## src/sv/ppu_ram.sv

```systemverilog
`default_nettype none
module ppu_ram #(
  parameter int WIDTH = 6,
  parameter int DEPTH = 64,
  parameter int AW    = (DEPTH > 1) ? $clog2(DEPTH) : 1
) (
  input  wire logic             clk,
  input  wire logic             we,
  input  wire logic [AW-1:0]    waddr,
  input  wire logic [WIDTH-1:0] wdata,
  input  wire logic [AW-1:0]    raddr,
  output logic      [WIDTH-1:0] rdata
);

  logic [WIDTH-1:0] mem [DEPTH];

  // one write port, registered read
  always_ff @(posedge clk) begin
    if (we) begin
      mem[waddr] <= wdata;
    end
    rdata <= mem[raddr];
  end

endmodule
`default_nettype wire

```

## config.mk

```make
export PLATFORM = sky130hd
export DESIGN_NAME = ppu_ram
export DESIGN_NICKNAME = d
export VERILOG_FILES = /design/src/sv/ppu_ram.sv
export SDC_FILE = /design/constraint.sdc
export NUM_CORES = 1
export LEC_CHECK = 0
export BUFFER_PORTS_ARGS = -buffer_cell sky130_fd_sc_hd__buf_2
export CORE_MARGIN = 4
export CORE_UTILIZATION = 50
export CTS_CLUSTER_SIZE = 25
export DETAILED_ROUTE_END_ITERATION = 8
export HOLD_SLACK_MARGIN = 0.06
export PLACE_DENSITY = 0.78
export SKIP_CTS_REPAIR_TIMING = 1
export SLEW_MARGIN = 20
export SYNTH_ARGS = -nofsm -noshare
export SYNTH_HDL_FRONTEND = slang
export SYNTH_SLANG_ARGS = --single-unit
```

## constraint.sdc

```tcl
create_clock -name clk -period 4.1 [get_ports clk]
set_input_delay 0.205 -clock clk [delete_from_list [all_inputs] [get_ports clk]]
set_output_delay 0.205 -clock clk [all_outputs]
set_load 0.02 [all_outputs]
```

==> flow_summary.toml, run 1 <==
[status]
status = "finished, final reports clean"

[synth]
synth_edf_count = 384
ys_ff_latch = 390
yosysUniqueCellTypes = 37
yosys_most_used_dff = "edfxtp_1"
async_reset_ff_frac = 0
syn-cell-area_mm2 = 0.0152
synth_seq_area_share = 0.765
yosysWarnings = 0
synth.avg_cell_area_um2 = 21.1
synthCells = 720
syn_nets = 740

[setup_path]
critPathMaxFanout = 62
worst_setup_path_start_kind = "primary input"
cp-end-kind = "register"
cp_slowest_cell = "buf_4"
cp.buffers_inverters = 2
crit_family = "buffers and inverters"
crit_top_cell = "buf_4"
arrival_ns = 2.57
max_stage_delay_ns = 0.68
crit_type = "in2reg"
required_ns = 4.52
worstPathCellList = "buf_4 -> buf_4 -> mux4_2 -> o22ai_1 -> nor3_1 -> o22a_1"

[route]
firstDrtPassIters = 5
drtIter0Drc = 874
wl_met1_um = 12900
routed.top_layer = "met5"
wl_met3_um = 2440
vias_per_cell = 6.20
drc = 0
dr_wl_met2_um = 15300
wl_um = 31500
vias = 7233
antenna_left = 0
avgRoutedWirePerCell_um = 27.0

[global_route]
grt_overflow = 0
grt_pass1_wl_um = 47500
antenna_found_initial = 1
first_global_vias = 7398
grt_max_degree = 65
track_usage = 0.192

[sta]
grt_setup_unrepaired = "no"
worst_pin_slew_ns = 1.10
setup_violations = 0
clock_skew_ns = 0.0158
finalSetupTns_ns = 0
finalCritPeriodShare = 0.525
hold_viol = 0
drv_slew = 0
finalWorstSetupSlack_ns = 1.95
slew_headroom = 0.265
holdWs_ns = 0.174
min_period_ns = 2.15
max_freq_mhz = 465

[cts]
clockBufferDepth = 3
clkSinkCount = 390
clock_latency_ns = 0.52
cts_tree = "done"
htree_levels = 2
root_buffer = "clkbuf_16"
cts_buffers = 39
cts.clk_slew.worst_paths_ns = 0.06

[placement]
port_buffers = 25
detailed_place.area_mm2 = 0.0157
place_congestion = 0.796
pre_cts_ws_ns = 1.44
dp_hpwl_um = 18900

[cells_and_area]
final_common_cell = "edfxtp_1"
final_util = 0.565
final_cell_area_mm2 = 0.0169
final_cell_mix = "edfxtp_1, mux4_2, nor2_1, clkbuf_16, buf_2"
layout-drive-gt1-share = 0.238
fill_cells = 2130
diodes = 0
syn2layout_area_growth_pct = 10.9
nNetsFinal = 773

[floorplan]
ios = 26
dieHeight_um = 183
die_area_mm2 = 0.0333
start_util = 0.510
rows = 63
coreArea_mm2 = 0.0299
die-width_um = 183

[pwr]
powerDensity_mw_per_mm2 = 485
ir_drop_uv = 406
p_leak_nw = 5.21

[hold_path]
holdCritPathClass = "in2reg"

[flow_run]
max_cap_violations = 0
flip-flops by register name, summed over array words and instances (netlist names):
name   count
mem      384
rdata      6
synth_stat cells, drive strengths merged, types with 5 or more instances:
library cell | n | area share
nor3 | 5 | 0.0016
clkbuf | 16 | 0.0039
mux2 | 9 | 0.0067
o22ai | 12 | 0.0049
nand2b | 5 | 0.0021
o21ai | 6 | 0.0020
a211oi | 6 | 0.0030
nor2b | 8 | 0.0033
nand3 | 11 | 0.0036
a21oi | 6 | 0.0020
edfxtp | 384 | 0.76
o22a | 6 | 0.0035
dfxtp | 6 | 0.0079
nand2 | 8 | 0.0020
buf | 23 | 0.013
nor2 | 67 | 0.017
mux2i | 15 | 0.0099
o221ai | 9 | 0.0052
mux4 | 93 | 0.14
power by group:
part	total (mW)	switching, mW	internal, mW
sequential	4.43	0.0121	4.41
clock	3.37	1.39	1.98
combinational	0.403	0.255	0.148
total	8.19	1.66	6.54
cell type report:
cell class                 instances  area [µm²]  share of cell area
multi-input combinational        291        3320               0.197
sequential                       390       11700               0.690
timing repair buffer              31         216              0.0128
clock buffer                      51        1080              0.0642
clock inverter                    14         118             0.00697
tap                              390         488              0.0289
metal layers:
layer,GRT usage,up-vias
met3,0.0401,56
met5,0,-
met4,0.0564,2
met2,0.303,334
li1,-,3070
met1,0.276,3771
worst reg2reg max path, stage by stage, from the launching register on:
cell and delay (ns):
edfxtp_1 0.37, mux4_2 0.50, a22oi_1 0.29, nand3_1 0.26
a32o_1 0.34
worst paths after layout:
path | slack (ns) | end | startpoint | cells past startpoint
hold reg to reg | 0.90 | rdata[2] | mem[23][2] | 4
setup reg to reg | 2.24 | rdata[0] | mem[51][0] | 4
hold / removal | 0.17 | rdata[3] | raddr[5] | 2
setup / recovery | 1.95 | rdata[3] | raddr[1] | 6
cells by family (layout without fill, tap and decap cells):
group / Yosys count / count (layout) / share of synthesized area
flops: 390 / 390 / 0.765
simple gates: 120 / 120 / 0.0367
mux: 117 / 117 / 0.156
compound gates: 54 / 54 / 0.0260
buf+inv: 39 / 96 / 0.0165
through the flow:
stage	cells	total power, mW
global placement	1102	4.90
finish	1167	8.19
CTS	1167	8.23
detailed placement	1102	4.91
floorplan	720	4.75
global route	1167	8.44
No activity file was read; power rests on OpenSTA's default activity.
==> run 2, diff against run 1 <==
--- a/config.mk
+++ b/config.mk
@@ -11,7 +11,7 @@
 export CTS_CLUSTER_SIZE = 25
 export DETAILED_ROUTE_END_ITERATION = 8
 export HOLD_SLACK_MARGIN = 0.06
-export PLACE_DENSITY = 0.78
+export PLACE_DENSITY = 0.8
 export SKIP_CTS_REPAIR_TIMING = 1
 export SLEW_MARGIN = 20
 export SYNTH_ARGS = -nofsm -noshare
==> constraint.sdc (replaced) <==
create_clock -name clk -period 1.9 [get_ports clk]
set_input_delay 0.095 -clock clk [delete_from_list [all_inputs] [get_ports clk]]
set_output_delay 0.095 -clock clk [all_outputs]
set_load 0.02 [all_outputs]
==> run 2 against run 1 <==
Global-route usage increased by 0.58 points; combinational power increased by 140%; routed wire length increased by 3.2%; critical path type is now reg2reg; highest routed layer is now met4.
==> flow_summary.toml, run 2 (same netlist as run 1, synthesis figures left out) <==
[hold_path]
holdCritPathClass = "in2reg"

[setup_path]
required_ns = 2.30
crit_type = "reg2reg"
cp-end-kind = "register"
arrival_ns = 2.22
worst_setup_path_start_kind = "register"
critPathMaxFanout = 1

[sta]
worst_pin_slew_ns = 0.714
drv_slew = 0
setup_violations = 0
clock_skew_ns = 0.0225
grt_setup_unrepaired = "no"
finalCritPeriodShare = 0.954
max_freq_mhz = 552
finalWorstSetupSlack_ns = 0.0879
slew_headroom = 0.524
hold_viol = 0
min_period_ns = 1.81

[route]
antenna_left = 0
firstDrtPassIters = 6
drtIter0Drc = 1079
wl_um = 32500
drc = 0
avgRoutedWirePerCell_um = 25.4
vias_per_cell = 6.07
vias = 7771

[cells_and_area]
largest_reg_flops = 384
nNetsFinal = 885
layout-drive-gt1-share = 0.329
final_util = 0.596
final_common_cell = "edfxtp_1"
top_regs = "mem: 384 flops, rdata: 6 flops"
diodes = 0
syn2layout_area_growth_pct = 17.0
regMostFlops = "mem"
final_cell_mix = "edfxtp_1, buf_4, mux4_2, nor2_1, clkbuf_16"

[placement]
dp_hpwl_um = 21000
pre_cts_ws_ns = -0.0616
port_buffers = 25
place_congestion = 0.833

[floorplan]
rows = 63
start_util = 0.510
ios = 26
coreArea_mm2 = 0.0299
dieHeight_um = 183
die_area_mm2 = 0.0333
die-width_um = 183

[status]
status = "finished, final reports clean"

[flow_run]
max_cap_violations = 0

[global_route]
first_global_vias = 7857
grt_overflow = 0
grt_max_degree = 65
antenna_found_initial = 0
track_usage = 0.198
grt_pass1_wl_um = 49600

[cts]
clkSinkCount = 390
htree_levels = 2
cts_buffers = 38
clockBufferDepth = 3
clock_latency_ns = 0.53
root_buffer = "clkbuf_16"
cts.clk_slew.worst_paths_ns = 0.06
cts_tree = "done"

[pwr]
p_leak_nw = 5.83
ir_drop_uv = 753
powerDensity_mw_per_mm2 = 982
-- run 2: changes by cell type in the layout (fill, tap and decap cells not counted), moves of 2 or more --
cell and delta:
clkinv_1 +2, buf_2 +5, buf_4 +95, buf_12 +12
clkbuf_1 +2, clkinv_2 -2, bufinv_16 -2
-- run 2: final timing paths --
path | endpoint | slack [ns] | cells after the start | startpoint
hold reg to reg | rdata[2] | 0.87 | 4 | mem[36][2]
hold / removal | mem[10][4] | 0.08 | 1 | wdata[4]
setup / recovery | rdata[3] | 0.09 | 5 | mem[55][3]
setup reg to reg | rdata[3] | 0.09 | 5 | mem[55][3]
-- run 2: power breakdown --
part | internal, mW | total, mW | switching (mW)
Sequential | 9.52 | 9.55 | 0.0242
Combinational | 0.408 | 0.983 | 0.575
Clock | 4.00 | 6.97 | 2.97
Total | 13.9 | 17.5 | 3.57
-- run 2: worst max-delay path, stage by stage (launching register included) --
cell and delay [ns]:
edfxtp_1 0.37, mux4_2 0.51, mux2_2 0.30, o21ai_1 0.24, a21oi_1 0.09, o22a_1 0.19
-- run 2: routing by layer --
layer | routed length, µm | track usage
met1 | 13200 | 0.303
met2 | 15500 | 0.304
met3 | 3130 | 0.0339
met4 | 707 | 0.0492
met5 | 0 | 0
-- run 2: final cells by class --
cell class	instances	area, µm²
well taps	390	488
multi-input cells	291	3320
clock inverters	12	56.3
flip-flops and latches	390	11700
clock buffers	53	1090
fillers	2018	12100
repair buffers	144	1200
-- run 2: metrics by stage --
stage / hold WS, ns / cell area (µm²) / TNS [ns] / power [mW] / cells
3_3_place_gp: 0.551 / 16700 / -0.0568 / 10.7 / 1214
3_5_place_dp: 0.545 / 16700 / -0.134 / 10.7 / 1214
6_report: 0.0823 / 17800 / 0 / 17.5 / 1280
4_1_cts: 0.0428 / 17800 / 0 / 17.6 / 1279
5_1_grt: 0.0893 / 17800 / 0 / 18.0 / 1280
2_1_floorplan: 0.194 / 15200 / 0 / 10.3 / 720
