$ cat config.mk
export PLATFORM = sky130hd
export DESIGN_NAME = ppu_cell
export DESIGN_NICKNAME = d
export VERILOG_FILES = /design/src/sv/ppu_pkg.sv /design/src/sv/ppu_cell.sv
export SDC_FILE = /design/constraint.sdc
export NUM_CORES = 1
export LEC_CHECK = 0
export BUFFER_PORTS_ARGS = -buffer_cell sky130_fd_sc_hd__buf_4
export CAP_MARGIN = 20
export CORE_AREA = 2 2 315 317
export CTS_BUF_LIST = sky130_fd_sc_hd__clkbuf_4 sky130_fd_sc_hd__clkbuf_8 sky130_fd_sc_hd__clkbuf_16
export DETAILED_ROUTE_END_ITERATION = 7
export DIE_AREA = 0 0 317 319
export PLACE_DENSITY_LB_ADDON = 0.2
export SETUP_SLACK_MARGIN = 0.1
export SYNTH_ARGS = -nofsm -noshare
export SYNTH_HDL_FRONTEND = slang
export SYNTH_SLANG_ARGS = --single-unit
$ cat constraint.sdc
create_clock -name clk -period 9.4 [get_ports clk]
set_input_delay 1.88 -clock clk [delete_from_list [all_inputs] [get_ports clk]]
set_output_delay 1.88 -clock clk [all_outputs]
set_load 0.1 [all_outputs]
$ cat src/sv/ppu_pkg.sv
`default_nettype none
package ppu_pkg;

  // operation codes of an input item
  localparam logic OP_SPAWN = 1'b0;
  localparam logic OP_TICK  = 1'b1;

  // configuration register indexes
  localparam logic CFG_LIFETIME   = 1'b0;
  localparam logic CFG_START_TIME = 1'b1;

  localparam logic [15:0] LIFE_RESET = 16'd4000;

  // byte steps of the divide by 125, and total update latency
  localparam int DIV_STEPS = 8;
  localparam int UPD_LAT   = DIV_STEPS + 2;

  typedef struct packed {
    logic               alive;
    logic [31:0]        age;
    logic signed [31:0] x;
    logic signed [31:0] y;
    logic signed [31:0] z;
    logic signed [31:0] vx;
    logic signed [31:0] vy;
    logic signed [31:0] vz;
    logic [31:0]        color;
    logic [7:0]         size;
  } particle_t;

  typedef struct packed {
    logic               accepted;
    logic               has_particle;
    logic [5:0]         slot;
    logic signed [31:0] x;
    logic signed [31:0] y;
    logic signed [31:0] z;
    logic [31:0]        color;
    logic [7:0]         size;
    logic               last;
  } result_t;

  // slot freed by the update pipeline
  typedef struct packed {
    logic       valid;
    logic [5:0] slot;
  } push_t;

endpackage
`default_nettype wire

$ cat src/sv/ppu_cell.sv
`default_nettype none
module ppu_cell (
  input  wire logic               clk,
  input  wire logic               rst_n,
  input  wire logic               shift_en,
  input  wire ppu_pkg::particle_t d_in,
  input  wire logic               load_en,
  input  wire ppu_pkg::particle_t load_d,
  output ppu_pkg::particle_t      q
);
  import ppu_pkg::*;

  // one slot of the ring: loaded by a spawn, passed on during a tick
  always_ff @(posedge clk) begin
    if (!rst_n) begin
      q.alive <= 1'b0;
    end else if (load_en) begin
      q <= load_d;
    end else if (shift_en) begin
      q <= d_in;
    end
  end

endmodule
`default_nettype wire

==> flow_summary.toml, run 1 <==
[status]
status = "finished clean"

[drt]
wl_per_cell_um = 16.9
wirelength_um = 45300
drc = 0
drtIter0Drc = 314
first_pass_iters = 4
final_antenna_net_count = 0
via_count = 8308
via_per_inst = 3.09

[timing]
slew_viol_final = 0
period_share = 0.426
clock_skew_ns = 0
worst_slack_ns = 5.40
slew_headroom = 0.217
rsz0062_at_grt = "false"
max_freq_mhz = 250
setup_violations = 0
worst_slew_pin_slew_ns = 1.17
period_needed_ns = 4.00
whs_ns = 0.627
hold_violations = 0
totalNegativeSetupSlack_ns = 0

[finish]
reg_top3 = "q: 265 flops"
nets = 1908
areaGrowthSynthToFinish_pct = 70.2
regMostFlops = "q"
drive_gt1_frac = 0.800
largest_reg_flops = 265
multiInputGateArea_mm2 = 0.00377
fillers = 10485
antenna_cells = 0
finalNonFillerCells = 2685
register_area_mm2 = 0.00795

[grt]
grt_max_degree = 123
grt_pass1_wl_um = 61200
grt_use_total = 0.0839
grt_overflow = 0
antenna_found_initial = 0
grt_pass1_vias = 9212

[critical_path]
critPathRequiredTime_ns = 9.56
path_cells = "buf_8 > o21a_4 > buf_12 > buf_4"
crit_slowest_cell = "buf_4"
cp-end-kind = "flop"
crit_family = "buffers and inverters"
start_kind = "primary input"
crit_buf_inv = 3
arrival_ns = 4.17
path_max_fanout = 122
worstSetupPathType = "in -> reg"
critPathMaxStageDelay_ns = 0.84

[floorplanning]
pin_count = 799
dieWidth_um = 317
coreArea_mm2 = 0.0977
die_area_mm2 = 0.101
rows = 115
start_util = 0.123
fp.dieH_um = 319

[yosys]
ys_ff_latch = 265
avgSynthCellArea_um2 = 21.4
synth_warnings = 0
synthCells = 563
syn_area_mm2 = 0.0120
synth-seq-area-share = 0.660
synthDistinctLibCells = 10
synth_fp_nets = 1097

[pwr]
p_leak_nw = 8.87
power_frac_seq = 0.354
clkPwrFrac = 0.313
p_total_mw = 4.16
power.density_mw_per_mm2 = 203
irDropWorstVdd_uv = 91.8
intPower_mw = 2.60
switching_share = 0.375
net-switching-power_mw = 1.56
p_comb_frac = 0.334

[cts]
clock_path_buffers = 3
cts-hold-fix-buffers = 0
cts.sinks = 265
cts_max_level = 2
numCtsBuffers = 36
cts_tree = "done"
clock-root-buffer = "clkbuf_16"
clk_pin_slew_ns = 0.06
insertion_delay_ns = 0.55
cts_setup_buffers = 0
post_cts_resized = 0

[place]
port_buffers = 798
dpl.hpwl_um = 35300
pre_cts_ws_ns = 4.77
dp_cells = 2623
gp_congestion = 0.752

[hold_path]
hold_class = "reg -> reg"

[run]
drv_cap = 0
cell usage after synthesis:
| master | instances | area, µm² |
|---|---|---|
| buf_2 | 3 | 15.0 |
| nand2b_1 | 1 | 6.26 |
| o211a_1 | 1 | 10.0 |
| buf_6 | 25 | 282 |
| mux2_2 | 63 | 709 |
| o21a_1 | 1 | 7.51 |
| dfxtp_1 | 1 | 20.0 |
| edfxtp_1 | 264 | 7930 |
| buf_8 | 2 | 30.0 |
| mux2_4 | 202 | 3030 |
path summary, 6_finish.rpt:
| path | cells after the start | endpoint | start | slack (ns) |
|---|---|---|---|---|
| max | 4 | q[61] | load_en | 5.40 |
| max reg2reg | 2 | q[264] | q[264] | 8.54 |
| min reg2reg | 2 | q[264] | q[264] | 0.63 |
| min | 2 | q[264] | q[264] | 0.63 |
placed cells by master, fill, tap and decap left out:
cell	netlist	layout
buf_12	0	3
buf_4	0	799
buf_8	2	1
bufinv_16	0	1
clkbuf_16	0	37
clkbuf_4	0	8
clkinv_1	0	13
clkinv_2	0	1
clkinvlp_4	0	1
dfxtp_1	1	1
edfxtp_1	264	264
inv_6	0	1
mux2_2	63	63
mux2_4	202	202
nand2b_1	1	1
o211a_1	1	1
o21a_4	0	1
layer usage:
| metal | vias to the layer above | routed length [µm] | global-route usage |
|---|---|---|---|
| li1 | 3855 | - | - |
| met1 | 3929 | 14600 | 0.0774 |
| met2 | 468 | 24000 | 0.157 |
| met3 | 56 | 5550 | 0.0404 |
| met4 | 0 | 1160 | 0.0303 |
| met5 | - | 0 | 0 |
cells by family after synthesis:
group | share of synthesized area
multiplexers | 0.311
flip-flops | 0.660
buffers and inverters | 0.0271
AO/OA/AOI/OAI | 0.00146
AND/OR/NAND/NOR | 0.000520
worst reg2reg max path, delay by kind of cell, from the launching register on:
kind,cells,cell delay (ns)
flip-flops,1,0.31
multiplexers,1,0.25
AO/OA/AOI/OAI,1,0.20
area by class of cell:
class                           instances  share of cell area
Clock inverter                         17             0.00488
Clock buffer                           45              0.0481
Tap cell                             1287              0.0786
Sequential cell                       265               0.388
Multi-Input combinational cell        268               0.184
Timing Repair Buffer                  803               0.296
stage by stage:
step / util / instance area (µm²)
after floorplan: - / 12000
after CTS: 0.210 / 20500
after global routing: 0.210 / 20500
final: 0.210 / 20500
after detailed placement: 0.199 / 19400
after global placement: 0.199 / 19400
power by group through the flow:
stage,clock network [mW],registers [mW],logic (mW)
2_1_floorplan,0,2.32,0.190
3_3_place_gp,0,1.50,1.40
3_5_place_dp,0,1.50,1.40
4_1_cts,1.37,1.47,1.41
5_1_grt,1.41,1.48,1.43
6_report,1.30,1.47,1.39
Power figures use the tool's default switching activity.
==> run 2, diff against run 1 <==
ABC_AREA = 1   (was unset)
CORE_AREA = 2 2 308 310   (was 2 2 315 317)
DIE_AREA = 0 0 310 312   (was 0 0 317 319)
clock period = 3.5 ns   (was 9.4 ns; I/O delays follow)
==> run 2 against run 1 <==
Net effect: die area down 4.4%; sequential share of layout area up 1.2 points; clock-buffer cell count down 1.
==> flow_summary.toml, run 2 <==
[status]
status = "finished clean"

[pwr]
clkPwrFrac = 0.306
net-switching-power_mw = 4.27
power.density_mw_per_mm2 = 552
p_leak_nw = 9.37
power_frac_seq = 0.362
irDropWorstVdd_uv = 235
p_comb_frac = 0.333
p_total_mw = 11.0
intPower_mw = 6.69
switching_share = 0.389

[finish]
final_common_cell = "buf_4"
regMostFlops = "q"
areaGrowthSynthToFinish_pct = 73.5
antenna_cells = 0
drive_gt1_frac = 0.448
nets = 2459
largest_reg_flops = 265
design_area_mm2 = 0.0199
final_cell_mix = "buf_4, nand2_1, edfxtp_1"
reg_top3 = "q: 265 flops"

[yosys]
synth.largest_area_cell = "edfxtp_1"
synthArstFlopShare = 0
synth_warnings = 0
yosys-top-cells-count = "nand2_1, edfxtp_1, buf_6, buf_2, buf_4"
synth-seq-area-share = 0.694
synth_top_flop_cell = "edfxtp_1"
synthCells = 1126
synth_top_area_share = 0.692
synth_edf_count = 264
synth_fp_nets = 1660
ys_ff_latch = 265
syn_area_mm2 = 0.0114
avgSynthCellArea_um2 = 10.2
synthDistinctLibCells = 11
yosysMostFrequentCell = "nand2_1"
ys_top_cells_by_area = "edfxtp_1, nand2_1, buf_6"

[timing]
setup_violations = 0
worst_slew_pin_slew_ns = 1.08
totalNegativeSetupSlack_ns = 0
period_needed_ns = 2.12
max_freq_mhz = 471
hold_violations = 0
rsz0062_at_grt = "false"
clock_skew_ns = 0
slew_viol_final = 0
slew_headroom = 0.281
period_share = 0.607

[critical_path]
arrival_ns = 1.42
crit_buf_inv = 1
worstSetupPathType = "reg -> out"
critPathRequiredTime_ns = 2.80
path_cells = "buf_4"
path_max_fanout = 1
start_kind = "flop"
crit_family = "flip-flops"
cp-end-kind = "primary output"
crit_slowest_cell = "edfxtp_1"
critPathMaxStageDelay_ns = 0.51

[cts]
clock_path_buffers = 3
cts_tree = "done"
insertion_delay_ns = 0.52
numCtsBuffers = 34
post_cts_resized = 0
clk_pin_slew_ns = 0.06
clock-root-buffer = "clkbuf_16"
cts_setup_buffers = 0
cts_max_level = 2
cts.sinks = 265
cts-hold-fix-buffers = 0

[grt]
grt_pass1_vias = 11061
use_met3 = 0.0344
grt_overflow = 0
grt_pass1_wl_um = 69800
grt_busiest_layer = "met2"
antenna_found_initial = 0
grt_use_met2 = 0.181
grt_use_total = 0.0967
grt_max_degree = 138
use_met1 = 0.0974

[place]
postPlaceCellArea_mm2 = 0.0188
dpl.hpwl_um = 39300
port_buffers = 798
gp_congestion = 0.846

[drt]
via_count = 10739
via_per_inst = 3.35
first_pass_iters = 6
drc = 0
drtIter0Drc = 475
final_antenna_net_count = 0
wl_per_cell_um = 15.7
wirelength_um = 50300

[floorplanning]
coreArea_mm2 = 0.0930
dieWidth_um = 310
start_util = 0.123
pin_count = 799
die_area_mm2 = 0.0967
rows = 112
fp.dieH_um = 312

[hold_path]
hold_class = "in -> reg"

[run]
drv_cap = 0
## run 2: changes by cell type after synthesis, moves of 5 or more
cell and delta:
buf_4 +5, mux2_4 -202, buf_2 +23, mux2_2 -63, nand2_1 +795
## run 2: cell type report
class | instances | area, µm²
well taps | 1254 | 1570
inverters | 3 | 18.8
clock inverters | 17 | 70.1
clock buffers | 44 | 978
flip-flops and latches | 265 | 7950
multi-input cells | 799 | 3020
repair buffers | 822 | 6260
fillers | 10358 | 73200
## run 2: power by group through the flow
stage	registers, mW	clock network [mW]	logic [mW]
final	3.96	3.35	3.65
after global routing	3.99	3.63	3.78
after CTS	3.97	3.54	3.69
after detailed placement	4.03	0	3.68
after global placement	4.03	0	3.69
after floorplan	6.19	0	0.372
## run 2: cell families after synthesis
family	share of synthesized area
simple gates	0.262
buf+inv	0.0437
flops	0.694
## run 2: final timing paths
path	from	to	slack [ns]	depth (start not counted)
setup / recovery	q[109]	q[109]	1.38	1
hold / removal	rst_n	q[264]	0.38	3
setup reg to reg	q[264]	q[264]	2.82	4
hold reg to reg	q[264]	q[264]	0.61	4
## run 2: worst register-to-register path: cells and delay by family, from the launching register on
family	cells	cell delay, ns
flip-flops	1	0.34
AND/OR/NAND/NOR	3	0.21
buffers and inverters	1	0.03
## run 2: stage by stage
stage / setup WS, ns / util / hold slack, ns / cells
finish: 1.38 / 0.213 / 0.376 / 3204
global route: 1.30 / 0.213 / 0.336 / 3204
CTS: 1.30 / 0.213 / 0.328 / 3204
detailed placement: 1.28 / 0.202 / 0.601 / 3143
global placement: 1.30 / 0.202 / 0.638 / 3143
floorplan: -1.66 / - / 0.798 / 1126
## run 2: routing by layer
metal	up-vias	routed length, µm
met5	-	0
met4	0	1580
met3	75	4820
met2	494	26500
met1	4951	17500
li1	5219	-
==> run 3, diff against run 2 <==
CORE_AREA = 2 2 311 313   (was 2 2 308 310)
DIE_AREA = 0 0 313 315   (was 0 0 310 312)
clock period = 2.1 ns   (was 3.5 ns; I/O delays follow)
==> run 3 against run 2 <==
Net effect: clock skew unchanged; design area up 1.4%; clock power up 76%; worst setup slack worse by 1.1 ns; critical path type unchanged; power up 70%; sequential cell count unchanged; register-to-register slack worse by 1.6 ns; critical endpoint is now q[264]; via count up 0.72%; highest routed layer is now met5.
==> flow_summary.toml, run 3 (synthesis gave the netlist of run 2 again) <==
[status]
status = "finished clean"

[critical_path]
critPathMaxStageDelay_ns = 0.56
r2r-end = "q[264]"
start_kind = "flop"
regToRegStartpoint = "q[264]"
r2r_cells = 4
arrival_ns = 1.42
path_cells = "buf_6"
critPathRequiredTime_ns = 1.68
crit_slowest_cell = "dfxtp_1"
path_max_fanout = 2
crit_family = "flip-flops"
reg2reg_setup_slack_ns = 1.22
worstSetupPathType = "reg -> out"
crit_buf_inv = 1
cp-end-kind = "primary output"

[timing]
worst_slack_ns = 0.263
worst_slew_pin_slew_ns = 0.717
slew_viol_final = 0
totalNegativeSetupSlack_ns = 0
hold_violations = 0
period_share = 0.875
setup_violations = 0
rsz0062_at_grt = "false"
clock_skew_ns = 0
slew_headroom = 0.522
whs_ns = 0.0952
period_needed_ns = 1.84
max_freq_mhz = 544

[hold_path]
hold_class = "in -> reg"
hp-start = "rst_n"
min_path_cells = 3
hold_path_end = "q[264]"

[place]
dp_cells = 3186
gp_congestion = 0.935
port_buffers = 798
pre_cts_ws_ns = 0.429
dpl.hpwl_um = 42400

[floorplanning]
die_area_mm2 = 0.0986
rows = 114
coreArea_mm2 = 0.0957
pin_count = 799
start_util = 0.120
dieWidth_um = 313
fp.dieH_um = 315

[run]
drv_cap = 0

[drt]
via_per_inst = 3.33
drtIter0Drc = 635
final_antenna_net_count = 0
via_count = 10816
first_pass_iters = 6
wirelength_um = 52200
drc = 0
wl_per_cell_um = 16.1

[finish]
register_area_mm2 = 0.00795
final_common_cell = "buf_4"
drive_gt1_frac = 0.456
final_util = 0.211
final_cell_mix = "buf_4, nand2_1, edfxtp_1"
largest_reg_flops = 265
multiInputGateArea_mm2 = 0.00302
finalNonFillerCells = 3248
areaGrowthSynthToFinish_pct = 76.0
reg_top3 = "q: 265 flops"
nets = 2481
fillers = 10584
regMostFlops = "q"

[cts]
insertion_delay_ns = 0.53
clock-root-buffer = "clkbuf_16"
cts.sinks = 265
clk_pin_slew_ns = 0.06
numCtsBuffers = 35
cts_max_level = 2
cts_setup_buffers = 0
clock_path_buffers = 3
cts_tree = "done"

[pwr]
p_leak_nw = 9.52
irDropWorstVdd_uv = 474
power.density_mw_per_mm2 = 926

[grt]
grt_overflow = 0
grt_max_degree = 116
grt_use_total = 0.0997
antenna_found_initial = 2
grt_pass1_wl_um = 73000
grt_pass1_vias = 11233
==> run 3: stage by stage <==
step | instance area [µm²] | power [mW]
CTS | 20100 | 19.0
finish | 20100 | 18.7
floorplan | 11500 | 10.9
global placement | 19000 | 12.9
global route | 20100 | 19.4
detailed placement | 19000 | 12.9
==> run 3: worst max path at each step <==
stage             from      to  slack (ns)  depth (start not counted)
6_report        q[264]  q[264]        0.26                          1
3_3_place_gp   load_en  q[256]        0.45                          5
3_5_place_dp   load_en  q[256]        0.43                          5
5_1_grt         q[264]  q[264]        0.16                          1
2_1_floorplan  load_en    q[0]       -2.78                          3
4_1_cts         q[264]  q[264]        0.16                          1
==> run 3: area by class of cell <==
class	instances	share of cell area
Antenna cell	1	0.000124
Clock buffer	47	0.0497
Clock inverter	14	0.00565
Inverter	3	0.000932
Multi-Input combinational cell	799	0.150
Sequential cell	265	0.394
Tap cell	1276	0.0792
Timing Repair Buffer	843	0.320
==> run 3: per-layer routing <==
metal | routed length (µm) | GRT usage | part of all wire | up-vias
li1 | - | - | - | 5263
met1 | 18000 | 0.101 | 0.34 | 5038
met4 | 1430 | 0.0339 | 0.027 | 4
met2 | 28400 | 0.190 | 0.54 | 442
met3 | 4400 | 0.0329 | 0.084 | 69
met5 | 23 | 0 | 0.00044 | -
==> run 3: power by group <==
group	total [mW]	switching (mW)	leakage, nW	internal [mW]
Clock	5.90	2.33	0.559	3.58
Combinational	6.16	4.67	6.45	1.48
Sequential	6.60	0.169	2.51	6.43
==> run 3: what timing repair did <==
action,in CTS,in global routing
resized for setup,1,0
endpoints found under the hold margin,0,0
setup endpoints to repair,1,0
hold buffers,0,0
